--- src/design/owm_pkg.sv ---
// owm_pkg: shared types, constants and the quarter-wave sine table
// for the three-wheel omni mixer; no dependencies
`timescale 1ns / 1ps
`default_nettype none
package owm_pkg;

   localparam int TRIG_FRACTION_BITS_DEF = 14;
   localparam int DRIVE_WIDTH_DEF        = 16;
   localparam int CMD_W                  = 13;
   localparam int HEAD_W                 = 16;
   localparam int LIMIT_W                = 15;
   localparam logic [LIMIT_W-1:0] LIMIT_RESET = 15'd255;
   localparam int FULL_TURN    = 5760;
   localparam int QUARTER_TURN = 1440;
   localparam int STEP_60      = 960;

   typedef enum logic [3:0] {
      ST_IDLE,
      ST_SIN,
      ST_MUL_X,
      ST_MUL_Y,
      ST_SUM,
      ST_MAX,
      ST_DIV,
      ST_DONE
   } state_type;

   // quarter-wave sine in Q1.14 at one-degree steps
   function automatic logic [14:0] quarter_sine(input logic [6:0] k);
      logic [14:0] v;
      case (k)
         7'd0: v = 15'd0;      7'd1: v = 15'd286;    7'd2: v = 15'd572;
         7'd3: v = 15'd857;    7'd4: v = 15'd1143;   7'd5: v = 15'd1428;
         7'd6: v = 15'd1713;   7'd7: v = 15'd1997;   7'd8: v = 15'd2280;
         7'd9: v = 15'd2563;   7'd10: v = 15'd2845;  7'd11: v = 15'd3126;
         7'd12: v = 15'd3406;  7'd13: v = 15'd3686;  7'd14: v = 15'd3964;
         7'd15: v = 15'd4240;  7'd16: v = 15'd4516;  7'd17: v = 15'd4790;
         7'd18: v = 15'd5063;  7'd19: v = 15'd5334;  7'd20: v = 15'd5604;
         7'd21: v = 15'd5872;  7'd22: v = 15'd6138;  7'd23: v = 15'd6402;
         7'd24: v = 15'd6664;  7'd25: v = 15'd6924;  7'd26: v = 15'd7182;
         7'd27: v = 15'd7438;  7'd28: v = 15'd7692;  7'd29: v = 15'd7943;
         7'd30: v = 15'd8192;  7'd31: v = 15'd8438;  7'd32: v = 15'd8682;
         7'd33: v = 15'd8923;  7'd34: v = 15'd9162;  7'd35: v = 15'd9397;
         7'd36: v = 15'd9630;  7'd37: v = 15'd9860;  7'd38: v = 15'd10087;
         7'd39: v = 15'd10311; 7'd40: v = 15'd10531; 7'd41: v = 15'd10749;
         7'd42: v = 15'd10963; 7'd43: v = 15'd11174; 7'd44: v = 15'd11381;
         7'd45: v = 15'd11585; 7'd46: v = 15'd11786; 7'd47: v = 15'd11982;
         7'd48: v = 15'd12176; 7'd49: v = 15'd12365; 7'd50: v = 15'd12551;
         7'd51: v = 15'd12733; 7'd52: v = 15'd12911; 7'd53: v = 15'd13085;
         7'd54: v = 15'd13255; 7'd55: v = 15'd13421; 7'd56: v = 15'd13583;
         7'd57: v = 15'd13741; 7'd58: v = 15'd13894; 7'd59: v = 15'd14044;
         7'd60: v = 15'd14189; 7'd61: v = 15'd14330; 7'd62: v = 15'd14466;
         7'd63: v = 15'd14598; 7'd64: v = 15'd14726; 7'd65: v = 15'd14849;
         7'd66: v = 15'd14968; 7'd67: v = 15'd15082; 7'd68: v = 15'd15191;
         7'd69: v = 15'd15296; 7'd70: v = 15'd15396; 7'd71: v = 15'd15491;
         7'd72: v = 15'd15582; 7'd73: v = 15'd15668; 7'd74: v = 15'd15749;
         7'd75: v = 15'd15826; 7'd76: v = 15'd15897; 7'd77: v = 15'd15964;
         7'd78: v = 15'd16026; 7'd79: v = 15'd16083; 7'd80: v = 15'd16135;
         7'd81: v = 15'd16182; 7'd82: v = 15'd16225; 7'd83: v = 15'd16262;
         7'd84: v = 15'd16294; 7'd85: v = 15'd16322; 7'd86: v = 15'd16344;
         7'd87: v = 15'd16362; 7'd88: v = 15'd16374; 7'd89: v = 15'd16382;
         default: v = 15'd16384;
      endcase
      return v;
   endfunction

endpackage
`default_nettype wire

--- src/design/omni3_wheel_mixer_heading_hold.sv ---
// omni3_wheel_mixer_heading_hold: top level, sequencer, shared multiplier
// depends on owm_pkg, owm_sine, owm_divider
//
//  channel | direction | ports
//  req     | in        | req_valid, req_stall, req_move_x, req_move_y, req_turn_cmd,
//          |           | req_heading
//  rsp     | out       | rsp_valid, rsp_stall, rsp_wheel_a..c, rsp_limited
//  csr     | in        | csr_write, csr_drive_limit
//
// An item is accepted in the idle state; each wheel then passes through the sine
// lookup, two multiplies on the shared multiplier and the sum, and the result is
// offered in the done state; the next item is accepted once it has been taken.
// When scaling applies the bit-serial divider scales each wheel in turn, with a
// DRIVE_WIDTH+LIMIT_W bit quotient, between the max and the done states.
// Synchronous reset clears the sequencer, drive_limit to 255 and the reference.
// req_stall is high from accept until the result has been taken on rsp.
`timescale 1ns / 1ps
`default_nettype none
module omni3_wheel_mixer_heading_hold import owm_pkg::*; #(
   parameter int TRIG_FRACTION_BITS = TRIG_FRACTION_BITS_DEF,
   parameter int DRIVE_WIDTH        = DRIVE_WIDTH_DEF
) (
   input  wire logic                    clock,
   input  wire logic                    reset,
   input  wire logic                    req_valid,
   output logic                         req_stall,
   input  wire logic signed [CMD_W-1:0] req_move_x,
   input  wire logic signed [CMD_W-1:0] req_move_y,
   input  wire logic signed [CMD_W-1:0] req_turn_cmd,
   input  wire logic signed [HEAD_W-1:0] req_heading,
   output logic                         rsp_valid,
   input  wire logic                    rsp_stall,
   output logic signed [DRIVE_WIDTH-1:0] rsp_wheel_a,
   output logic signed [DRIVE_WIDTH-1:0] rsp_wheel_b,
   output logic signed [DRIVE_WIDTH-1:0] rsp_wheel_c,
   output logic                         rsp_limited,
   input  wire logic                    csr_write,
   input  wire logic [LIMIT_W-1:0]      csr_drive_limit
);
   localparam int SW  = TRIG_FRACTION_BITS + 2;
   localparam int PW  = SW + CMD_W;          // one product
   localparam int FB  = TRIG_FRACTION_BITS + 4;
   localparam int AW  = FB + 24;             // accumulator in Q(F+4)
   localparam int DW  = DRIVE_WIDTH;
   localparam int NW  = DW + LIMIT_W;        // |w|*limit
   localparam logic signed [AW-1:0] SATHI = (AW'(1) <<< (DW - 1)) - AW'(1);
   localparam logic signed [AW-1:0] SATLO = -(AW'(1) <<< (DW - 1));

   state_type state_ff, state_in;

   logic [LIMIT_W-1:0]      limit_ff;
   logic signed [HEAD_W-1:0] ref_ff;
   logic signed [CMD_W-1:0] x_ff, y_ff;
   logic [12:0]             hmod_ff;
   logic signed [AW-1:0]    rot_ff;
   logic [1:0]              wi_ff, wi_in;
   logic                    phase_ff, phase_in;   // 0: cosine, 1: sine
   logic signed [AW-1:0]    proj_ff;
   logic signed [DW-1:0]    w_ff [3];
   logic [DW-1:0]           big_ff;
   logic                    lim_ff;
   logic                    rsp_valid_ff;

   logic [15:0]        hu;
   logic [8:0]         ht;
   logic [19:0]        hq_prod;
   logic [3:0]         hq;
   logic [5:0]         hr;
   logic [12:0]        hum;
   logic [12:0]        hmod_in;
   logic [13:0]        ang_sum;
   logic [12:0]        angle;
   logic signed [SW-1:0] sine;
   logic signed [CMD_W-1:0] mul_a;
   logic signed [SW-1:0]   mul_b;
   logic signed [PW-1:0]   prod;
   logic signed [AW-1:0]   acc, quo;
   logic signed [AW-1:0]   wsat;
   logic signed [DW-1:0]   cur_w;
   logic [DW-1:0]          mag_w;
   logic [NW-1:0]          numer;
   logic                   over_limit;
   logic                   div_start, div_busy;
   logic [NW-1:0]          div_q;
   logic signed [HEAD_W:0] dh;
   logic signed [AW-1:0]   rot_in;

   assign req_stall   = (state_ff != ST_IDLE);
   assign rsp_valid   = rsp_valid_ff;
   assign rsp_wheel_a = w_ff[0];
   assign rsp_wheel_b = w_ff[1];
   assign rsp_wheel_c = w_ff[2];
   assign rsp_limited = lim_ff;

   // heading modulo one turn: bias to unsigned, split off 128-unit blocks,
   // reduce the block count mod 45 by reciprocal multiply, then remove the bias
   always_comb begin
      hu      = {~req_heading[HEAD_W-1], req_heading[HEAD_W-2:0]};
      ht      = hu[15:7];
      hq_prod = 20'(ht) * 20'd1457;
      hq      = hq_prod[19:16];
      hr      = 6'(ht - 9'(hq) * 9'd45);
      hum     = {hr, hu[6:0]};
      hmod_in = (hum >= 13'd3968) ? 13'(hum - 13'd3968) : 13'(hum + 13'd1792);
   end

   // wheel angle, cosine is sine shifted by a quarter turn, wrapped to one turn
   always_comb begin
      ang_sum = 14'(hmod_ff) + 14'(wi_ff) * 14'(STEP_60)
              + (phase_ff ? 14'd0 : 14'(QUARTER_TURN));
      angle   = (ang_sum >= 14'(FULL_TURN)) ? 13'(ang_sum - 14'(FULL_TURN))
                                             : 13'(ang_sum);
   end

   owm_sine #(.TRIG_FRACTION_BITS(TRIG_FRACTION_BITS)) u_sine (
      .clock(clock), .angle(angle), .sine_ff(sine)
   );

   // shared multiplier: command times trig value, cosine arrives in MUL_X
   assign mul_a = (state_ff == ST_MUL_Y) ? y_ff : x_ff;
   assign mul_b = sine;
   assign prod  = PW'(mul_a) * PW'(mul_b);

   // wheel sum, truncation toward zero and saturation
   always_comb begin
      acc = ((wi_ff == 2'd1) ? proj_ff : -proj_ff) * AW'(16) - rot_ff;
      quo = (acc < 0) ? -((-acc) >>> FB) : (acc >>> FB);
      if (quo > SATHI) wsat = SATHI;
      else if (quo < SATLO) wsat = SATLO;
      else wsat = quo;
   end

   // rotation term
   always_comb begin
      dh = (HEAD_W + 1)'(req_heading) - (HEAD_W + 1)'(ref_ff);
      if (req_turn_cmd != '0)
         rot_in = AW'(req_turn_cmd) <<< FB;
      else if (dh > -(HEAD_W + 1)'(8) && dh < (HEAD_W + 1)'(8))
         rot_in = '0;
      else
         rot_in = (AW'(dh) * AW'(7)) <<< TRIG_FRACTION_BITS;
   end

   // scaling divider operands
   assign cur_w      = w_ff[wi_ff];
   assign mag_w      = cur_w[DW-1] ? DW'(-cur_w) : DW'(cur_w);
   assign numer      = NW'(mag_w) * NW'(limit_ff);
   assign over_limit = (NW'(big_ff) > NW'(limit_ff));
   assign div_start  = (state_ff == ST_MAX && over_limit)
                       || (state_ff == ST_DIV && !phase_ff);

   owm_divider #(.NUM_W(NW), .DEN_W(DW)) u_div (
      .clock(clock), .reset(reset), .start(div_start),
      .numer(numer), .denom(big_ff), .busy_ff(div_busy), .quot_ff(div_q)
   );

   // next state
   always_comb begin
      state_in = state_ff;
      case (state_ff)
         ST_IDLE:  if (req_valid) state_in = ST_SIN;
         ST_SIN:   state_in = ST_MUL_X;
         ST_MUL_X: state_in = ST_MUL_Y;
         ST_MUL_Y: state_in = ST_SUM;
         ST_SUM:   state_in = (wi_ff == 2'd2) ? ST_MAX : ST_SIN;
         ST_MAX:   state_in = over_limit ? ST_DIV : ST_DONE;
         ST_DIV:   if (!div_busy && phase_ff && wi_ff == 2'd2) state_in = ST_DONE;
         ST_DONE:  if (!rsp_stall) state_in = ST_IDLE;
         default:  state_in = ST_IDLE;
      endcase
   end

   // wheel index and phase sequencing; in DIV phase 0 starts a wheel, 1 waits
   always_comb begin
      wi_in    = wi_ff;
      phase_in = phase_ff;
      case (state_ff)
         ST_IDLE:  begin wi_in = 2'd0; phase_in = 1'b0; end
         ST_SIN:   phase_in = 1'b1;      // cosine lookup issued, fetch sine
         ST_MUL_Y: phase_in = 1'b0;
         ST_SUM:   wi_in = (wi_ff == 2'd2) ? 2'd0 : wi_ff + 2'd1;
         ST_MAX:   begin wi_in = 2'd0; phase_in = 1'b1; end
         ST_DIV: begin
            if (!phase_ff) begin
               phase_in = 1'b1;
            end else if (!div_busy && wi_ff != 2'd2) begin
               wi_in    = wi_ff + 2'd1;
               phase_in = 1'b0;
            end
         end
         default: ;
      endcase
   end

   always_ff @(posedge clock) begin
      if (reset) begin
         state_ff     <= ST_IDLE;
         limit_ff     <= LIMIT_RESET;
         ref_ff       <= '0;
         rsp_valid_ff <= 1'b0;
         wi_ff        <= 2'd0;
         phase_ff     <= 1'b0;
      end else begin
         state_ff <= state_in;
         wi_ff    <= wi_in;
         phase_ff <= phase_in;
         if (csr_write) limit_ff <= csr_drive_limit;
         if (state_ff == ST_IDLE && req_valid && req_turn_cmd != '0)
            ref_ff <= req_heading;
         rsp_valid_ff <= (state_in == ST_DONE);
      end
      // payload
      case (state_ff)
         ST_IDLE: begin
            x_ff <= req_move_x; y_ff <= req_move_y; hmod_ff <= hmod_in;
            rot_ff <= rot_in; big_ff <= '0; lim_ff <= 1'b0;
         end
         ST_MUL_X: proj_ff <= AW'(prod);
         ST_MUL_Y: proj_ff <= proj_ff + AW'(prod);
         ST_SUM: begin
            w_ff[wi_ff] <= DW'(wsat);
            if (((wsat < 0) ? DW'(-wsat) : DW'(wsat)) > big_ff && wsat != SATLO)
               big_ff <= (wsat < 0) ? DW'(-wsat) : DW'(wsat);
            else if (wsat == SATLO)
               big_ff <= DW'(1) << (DW - 1);
         end
         ST_MAX: if (over_limit) lim_ff <= 1'b1;
         ST_DIV: if (!div_busy && phase_ff)
                    w_ff[wi_ff] <= cur_w[DW-1] ? -DW'(div_q) : DW'(div_q);
         default: ;
      endcase
   end
endmodule
`default_nettype wire

--- src/design/owm_sine.sv ---
// owm_sine: registered sine lookup with linear interpolation, Q1.F output
// depends on owm_pkg
`timescale 1ns / 1ps
`default_nettype none
module owm_sine import owm_pkg::*; #(
   parameter int TRIG_FRACTION_BITS = TRIG_FRACTION_BITS_DEF
) (
   input  wire logic                          clock,
   input  wire logic [12:0]                   angle,   // 0..5759
   output logic signed [TRIG_FRACTION_BITS+1:0] sine_ff
);
   localparam int SW = TRIG_FRACTION_BITS + 2;

   logic [1:0]  quad;
   logic [10:0] rem;
   logic [10:0] u;
   logic [6:0]  k;
   logic [3:0]  frac;
   logic [14:0] s0, s1;
   logic [19:0] ip;
   logic [14:0] mag;
   logic [SW-1:0] scaled;
   logic signed [SW-1:0] sine_in;

   // quadrant split and table interpolation
   always_comb begin
      if (angle >= 13'(3 * QUARTER_TURN)) begin
         quad = 2'd3; rem = 11'(angle - 13'(3 * QUARTER_TURN));
      end else if (angle >= 13'(2 * QUARTER_TURN)) begin
         quad = 2'd2; rem = 11'(angle - 13'(2 * QUARTER_TURN));
      end else if (angle >= 13'(QUARTER_TURN)) begin
         quad = 2'd1; rem = 11'(angle - 13'(QUARTER_TURN));
      end else begin
         quad = 2'd0; rem = 11'(angle);
      end
      u    = quad[0] ? 11'(11'(QUARTER_TURN) - rem) : rem;
      k    = 7'(u >> 4);
      frac = u[3:0];
      s0   = quarter_sine(k);
      s1   = quarter_sine(7'(k + 7'd1));
      ip   = 20'(s1 - s0) * 20'(frac);
      mag  = (k >= 7'd90) ? s0 : 15'(s0 + 15'(ip >> 4));
      if (TRIG_FRACTION_BITS >= 14)
         scaled = SW'(mag) << (TRIG_FRACTION_BITS - 14);
      else
         scaled = SW'((16'(mag) + (16'd1 << (13 - TRIG_FRACTION_BITS)))
                      >> (14 - TRIG_FRACTION_BITS));
      sine_in = quad[1] ? -$signed(scaled) : $signed(scaled);
   end

   always_ff @(posedge clock) begin
      sine_ff <= sine_in;
   end
endmodule
`default_nettype wire

--- src/design/owm_divider.sv ---
// owm_divider: restoring divider, one quotient bit per cycle, unsigned
// depends on owm_pkg
`timescale 1ns / 1ps
`default_nettype none
module owm_divider import owm_pkg::*; #(
   parameter int NUM_W = 40,
   parameter int DEN_W = 24
) (
   input  wire logic             clock,
   input  wire logic             reset,
   input  wire logic             start,
   input  wire logic [NUM_W-1:0] numer,
   input  wire logic [DEN_W-1:0] denom,
   output logic                  busy_ff,
   output logic [NUM_W-1:0]      quot_ff
);
   localparam int CW = $clog2(NUM_W + 1);

   logic [DEN_W:0]   rem_ff, rem_in;
   logic [NUM_W-1:0] quot_in;
   logic [CW-1:0]    cnt_ff, cnt_in;
   logic             busy_in;
   logic [DEN_W:0]   trial;

   // shift in one numerator bit, subtract when it fits
   always_comb begin
      rem_in  = rem_ff;
      quot_in = quot_ff;
      cnt_in  = cnt_ff;
      busy_in = busy_ff;
      trial   = '0;
      if (start) begin
         rem_in  = '0;
         quot_in = numer;
         cnt_in  = CW'(NUM_W);
         busy_in = 1'b1;
      end else if (busy_ff) begin
         trial = {rem_ff[DEN_W-1:0], quot_ff[NUM_W-1]};
         if (trial >= {1'b0, denom}) begin
            rem_in  = trial - {1'b0, denom};
            quot_in = {quot_ff[NUM_W-2:0], 1'b1};
         end else begin
            rem_in  = trial;
            quot_in = {quot_ff[NUM_W-2:0], 1'b0};
         end
         cnt_in  = cnt_ff - CW'(1);
         busy_in = (cnt_ff != CW'(1));
      end
   end

   always_ff @(posedge clock) begin
      if (reset) begin
         busy_ff <= 1'b0;
         cnt_ff  <= '0;
      end else begin
         busy_ff <= busy_in;
         cnt_ff  <= cnt_in;
      end
      rem_ff  <= rem_in;
      quot_ff <= quot_in;
   end
endmodule
`default_nettype wire

--- config.mk ---
export PLATFORM = sky130hd
export DESIGN_NAME = omni3_wheel_mixer_heading_hold
export DESIGN_NICKNAME = d
export VERILOG_FILES = /design/src/design/owm_pkg.sv /design/src/design/omni3_wheel_mixer_heading_hold.sv /design/src/design/owm_sine.sv /design/src/design/owm_divider.sv
export SDC_FILE = /design/constraint.sdc
export NUM_CORES = 2
export LEC_CHECK = 0
export BUFFER_PORTS_ARGS = -buffer_cell sky130_fd_sc_hd__buf_2
export CORE_MARGIN = 4
export CORE_UTILIZATION = 60
export CTS_CLUSTER_DIAMETER = 50
export DETAILED_ROUTE_END_ITERATION = 6
export GPL_ROUTABILITY_DRIVEN = 0
export GPL_TIMING_DRIVEN = 0
export PLACE_DENSITY_LB_ADDON = 0.08
export SLEW_MARGIN = 0
export SYNTH_ARGS = -nofsm -noshare
export SYNTH_HDL_FRONTEND = slang
export SYNTH_SLANG_ARGS = --single-unit
--- constraint.sdc ---
create_clock -name clock -period 20.5 [get_ports clock]
set_input_delay 3.075 -clock clock [delete_from_list [all_inputs] [get_ports clock]]
set_output_delay 3.075 -clock clock [all_outputs]
set_load 0.005 [all_outputs]
* Word level (Yosys, flattened, before mapping)
Memory sizes are Yosys's and may differ from the RTL's. A register that Yosys moved wholly into a read port is not among the register bits.
Cells that the tools add are included.
** Word-level totals
- Latch bits :: 0
- Bits in read-only memories :: 3840
- Bits of input ports :: 75
- Memories kept :: 3
- Register bits after elaboration :: 248
- RAM bits :: 48
** Memory list
- (no name shown) :: words 128, bits a word 15, read ports 1, clocked after memory_dff 0, write ports 0, RTL line owm_pkg.sv:31 : case (k)
- (no name shown) :: words 128, bits a word 15, read ports 1, clocked after memory_dff 0, write ports 0, RTL line owm_pkg.sv:31
- w_ff :: words 3, bits a word 16, read ports 4, clocked after memory_dff 1, write ports 1, RTL line omni3_wheel_mixer_heading_hold.sv:59 : logic signed [DW-1:0] w_ff [3];
** Operators by class
- Muxes and demuxes :: 57
- Div/mod/pow operators :: 0
- Shifts and indexed selects :: 0
- Eq/ne operators :: 18
- $lt $le $gt $ge :: 15
- Add/sub/neg operators :: 26
- Reduce and logical (&&, ||, !) cells :: 28
- Multiply operators :: 7
- Bitwise operators :: 2
** Operators by type and width (count)
- $mux 42 :: 5
- $mux 16 :: 7
- $lt 42x1->1 const B :: 2
- $pmux 42 s2 :: 1
- $mux 31 :: 2
- $mux 11 :: 5
- $neg 16->16 :: 3
- $add 42x29->42 :: 1
- $eq 42x16->1 const B :: 1
- $gt 42x16->1 const B :: 1
- $lt 42x16->1 const B :: 1
- $ne 42x16->1 const B :: 1
- $neg 24->42 :: 1
- $neg 42->42 :: 1
- $sub 42x42->42 :: 1
- $mux 13 :: 3
- $mux 38 :: 1
- $neg 38->38 :: 1
- $pmux 16 s2 :: 1
- $pmux 4 s8 :: 1
- $mul 16x15->31 :: 1
- $mux 15 :: 2
- $mul 13x16->29 :: 1
- $ge 13x12->1 const B :: 2
- 62 further kinds :: 107

* Logic depth before layout (Yosys ltp)
An unclocked memory read counts as a cell.
- Depth in word-level cells :: 19
- Gate-level depth with buffers :: 67
- Gate-level depth less buffers :: 59

* Modules after synthesis
A second synthesis with hierarchy kept.
** Unflattened totals
- Cell total of the unflattened synthesis :: 5677
- Area total of the unflattened synthesis :: 48388.9 um^2
** By module, submodules not included
- omni3_wheel_mixer_heading_hold :: area each 36267.3 um^2, times used 1, cells an instance 4024
- owm_sine :: area each 8799.7 um^2, times used 1, cells an instance 1308
- owm_divider :: area each 3321.9 um^2, times used 1, cells an instance 345

* Worst setup path after synthesis
OpenSTA, ideal clock, no wires.
- Kind :: register -> register
- Start point :: register wi_ff[0]
- End point :: register u_sine.sine_ff[14]
- Path buffers :: 6
- Cell stages (with the launch flop) :: 64
- Clock period less this slack :: 13.739 ns
- Path slack :: 6.761 ns
- Data arrival time :: 13.613 ns
- Required time :: 20.374 ns
- Cell sequence :: dfxtp_1 inv_1 ha_1 inv_1 fa_1 inv_1 ha_1 a211oi_1 nor2_1 a211oi_2 a21oi_2 o21ai_1 mux2i_1 buf_2 a311o_1 and3_1 clkbuf_1 mux2_2 (+28 left out) inv_1 ha_1 or4_1 and2_1 ha_1 a21boi_0 o21ai_0 a21boi_0 o21ai_0 a21boi_0 o21ai_0 nand2b_1 a21o_1 a21oi_1 xnor2_1 xnor3_1 o21ai_0 xnor2_1
** Between the ends
- Cells in the longest elaborated chain, start to end :: 19
** Ends and longest elaborated chain
- start, declared :: RTL line omni3_wheel_mixer_heading_hold.sv:56 : logic [1:0] wi_ff, wi_in;
- start signal, assigned :: RTL line omni3_wheel_mixer_heading_hold.sv:205 : wi_ff <= wi_in;
- $mul 2x4->6 * :: RTL line omni3_wheel_mixer_heading_hold.sv:109 : ang_sum = 14'(hmod_ff) + 14'(wi_ff) * 14'(STEP_60)
- $add 13x12->14 * :: RTL line omni3_wheel_mixer_heading_hold.sv:109
- $add 14x11->14 * :: RTL line omni3_wheel_mixer_heading_hold.sv:110 : + (phase_ff ? 14'd0 : 14'(QUARTER_TURN));
- $sub 13x13->13 / $ge 14x13->1 (equally long branches) :: RTL line omni3_wheel_mixer_heading_hold.sv:111 : angle = (ang_sum >= 14'(FULL_TURN)) ? 13'(ang_sum - 14'(FULL_TURN))
- $mux 13 * :: RTL line omni3_wheel_mixer_heading_hold.sv:111
- $sub 11x11->11 / $ge 13x11->1 (equally long branches) :: RTL line owm_sine.sv:32, owm_sine.sv:31
- $mux 11 :: RTL line owm_sine.sv:31 : end else if (angle >= 13'(QUARTER_TURN)) begin
- $mux 11 :: RTL line owm_sine.sv:29 : end else if (angle >= 13'(2 * QUARTER_TURN)) begin
- (+4 left out)
- $mem_v2 128x15
- $sub 15x15->16 :: RTL line owm_sine.sv:41 : ip = 20'(s1 - s0) * 20'(frac);
- $mul 20x4->19 :: RTL line owm_sine.sv:41
- $add 15x15->15 :: RTL line owm_sine.sv:42 : mag = (k >= 7'd90) ? s0 : 15'(s0 + 15'(ip >> 4));
- $mux 15 :: RTL line owm_sine.sv:42
- $neg 15->16 :: RTL line owm_sine.sv:48 : sine_in = quad[1] ? -$signed(scaled) : $signed(scaled);
- $mux 15 * :: RTL line owm_sine.sv:48
- named net u_sine.sine_in[14] :: RTL line owm_sine.sv:23 : logic signed [SW-1:0] sine_in;
- end signal, assigned :: RTL line owm_sine.sv:52 : sine_ff <= sine_in;
- end, declared :: RTL line owm_sine.sv:10 : output logic signed [TRIG_FRACTION_BITS+1:0] sine_ff
Mark *: on every way through the listed nets, which the timed path passes. The rest lies on a longest branch.
A chain may end at the register's enable or synchronous reset.

* Worst setup path in the final report
- Start point :: register wi_ff[0]
- End point :: register u_sine.sine_ff[13]
The elaborated chain is that of the path after synthesis.

==> impl_metrics.ini <==
[sta]
clock_skew_ps = 50.2
fin_crit_sh_pct = 83.8
finalSetupViolations = 0
period_minus_slack_ps = 17170
slew_headroom_pct = 13.3
tns_ps = 0
rsz0062_at_grt = no
max_freq_mhz = 58.2
final_max_slew_viol_count = 0
timing_hold_violations_final = 0
worst_slew_pin_slew_ps = 1290

[cts]
cts_buffers = 43
h-tree-depth = 2
cts_buffer_depth = 3
cts_resized = 0
clkTransAtPathRegs_ps = 60
cts_tree = yes
cts_sinks = 289
cts_hold_buf = 0
cts_root_buf = clkbuf_16
cts_setup_buffers = 0
clkLatencyLatePin_ps = 590

[placement]
port_buffers = 124
dp_hpwl_mm = 111

[setup_path]
crit_fanout = 13
crit_top_cell = ha_1
crit_arrival_ps = 17660
crit_path_end_kind = flip-flop
r2r-start = wi_ff[0]
slowest_stage = clkbuf_1
r2r_setup_slack_ps = 3330
max_stage_delay_ps = 620
crit_required_ps = 20990
worst-setup-path-type = reg -> reg
critPathLaunchType = flip-flop
timing.rr.end = u_sine.sine_ff[13]
rr_worst_depth = 60

[floorplan]
die_w_um = 289
initial_core_util_pct = 60.9
die_h_um = 289
io_pins = 126
fp.dieArea_sq_um = 83800
num_rows = 102
core_sq_um = 78000

[grt]
grtUsageTotal_pct = 33.0
antenna_found_initial = 2
grt_first_pass_wirelength_mm = 221
grt_pass1_vias = 41300
grt_max_degree = 37
grt_overflow = 0

[synth]
netlist.area_leader.share_pct = 19.2
synth_most_common_cell = inv_1
synth_common_cells = 724 x inv_1, 635 x nand2_1, 500 x ha_1
synth_warnings = 0
synth_edf_count = 210
syn_area_sq_um = 47500
syn_inst = 5607
synth_area_per_cell_sq_um = 8.48
netlist_top_cells_area = fa_1 19%, edfxtp_1 13%, ha_1 13%, inv_1 5.7%, nand2_1 5.0%
ys_types = 116
synthesis.nets = 6637
ys_seq_area_share_pct = 16.6
async_reset_ff_share_pct = 0
synth_top_cell_by_area = fa_1
ys.flop_type = edfxtp_1
ys_ff_latch = 289

[cells_and_area]
fillers = 6605
syn2layout_area_growth_pct = 7.21
regArea_sq_um = 7890
drive_gt1_share_pct = 6.49
multi_input_area_sq_um = 36000
nets = 6809

[min_path]
holdCritStartpoint = u_div.rem_ff[15]
min_path_type = reg -> reg
holdPathEnd = u_div.rem_ff[15]
min_delay_path_depth = 2

[routing]
via_per_inst = 6.13
drc_errors = 99
final_antenna_net_count = 0
vias = 42100
drtIter0Drc = 4302
wire_per_inst_um = 20.2
totalWireLength_mm = 138
dr.pass1.iters = 7

[status]
violations = design-rule violations
status = finished, violations left

[flow_run]
timing.max_cap.violations = 0
==> through the flow <==
stage / worst slack, ps / area, sq um / utilization, % / std cells / hold WS [ps]
after detailed placement: 3860 / 49500 / 63.5 / 6774 / 470
final: 3330 / 50900 / 65.3 / 6856 / 486
after global placement: 3850 / 49400 / 63.4 / 6771 / 465
after floorplan: 6760 / 47500 / - / 5607 / 449
after CTS: 3760 / 50900 / 65.3 / 6853 / 477
after global routing: 2300 / 50900 / 65.3 / 6853 / 509
==> sequential cells by signal, indices dropped and copies added, names as in the netlist, 2 cells and up, named ones only <==
register        flops
state_ff            4
u_div.rem_ff       16
u_div.quot_ff      31
w_ff               64
x_ff               13
u_div.cnt_ff        5
rot_ff             21
ref_ff             16
y_ff               13
proj_ff            38
hmod_ff            13
wi_ff               2
limit_ff           15
big_ff             16
u_sine.sine_ff     16
==> layout by cell type (no fill, tap or decap), types with 99 or more instances in the layout <==
cell type	synthesis	final
nor2_1	409	408
xor2_1	105	105
buf_2	20	144
a21oi_1	301	301
o21ai_0	251	251
xnor2_1	206	206
clkbuf_1	189	194
and2_1	135	134
nand2_1	635	635
nor3_1	122	121
fa_1	455	455
ha_1	500	500
inv_1	724	723
edfxtp_1	210	210
nor2b_1	102	99
==> kinds of logic (layout without fill, tap and decap cells) <==
kind of cell	count (synthesis)	after routing	share of synthesized area (%)
flops	289	289	16.6
mux	98	98	2.61
buf+inv	964	1170	7.68
fa+ha+maj	955	955	32.3
compound gates	1191	1191	16.8
simple gates	1789	1789	17.9
xor+xnor	320	320	6.12
other cells	1	4	0.00789
==> area by class of cell <==
| type | instances | area share, % |
|---|---|---|
| antenna | 3 | 0.0147 |
| buffer | 237 | 1.81 |
| clock buffer | 48 | 2.15 |
| clock inverter | 31 | 0.619 |
| inverter | 727 | 5.36 |
| multi-input combinational | 4354 | 70.7 |
| sequential | 289 | 15.5 |
| tap | 1040 | 2.55 |
| timing repair buffer | 127 | 1.33 |
==> worst max-delay path by stage <==
stage,depth (start not counted),from,end,slack (ps)
5_1_grt,62,wi_ff[0],u_sine.sine_ff[14],2300
6_report,60,wi_ff[0],u_sine.sine_ff[13],3330
2_1_floorplan,63,wi_ff[0],u_sine.sine_ff[14],6760
3_3_place_gp,61,wi_ff[0],u_sine.sine_ff[13],3850
3_5_place_dp,62,wi_ff[0],u_sine.sine_ff[14],3860
4_1_cts,63,wi_ff[0],u_sine.sine_ff[14],3760
==> critical path: cells and delay by family (launching register included) <==
kind / cells / cell delay (ps)
adder cells (fa/ha/maj): 11 / 4610
multiplexers: 3 / 1170
buffers and inverters: 12 / 3290
AND/OR/NAND/NOR: 15 / 3450
flip-flops: 1 / 430
XOR/XNOR: 2 / 710
AO/OA/AOI/OAI: 17 / 3400
==> routing by layer <==
| layer | routed length (um) | vias up | GRT usage [%] |
|---|---|---|---|
| met2 | 62800 | 2018 | 53.7 |
| met1 | 57500 | 20000 | 44.3 |
| met4 | 6110 | 2 | 11.7 |
| met5 | 14 | - | 0 |
| li1 | - | 19500 | - |
| met3 | 11900 | 499 | 6.07 |
Power is not shown: default switching activity piles up to over one toggle a cycle in this logic, so the estimate is an artifact.
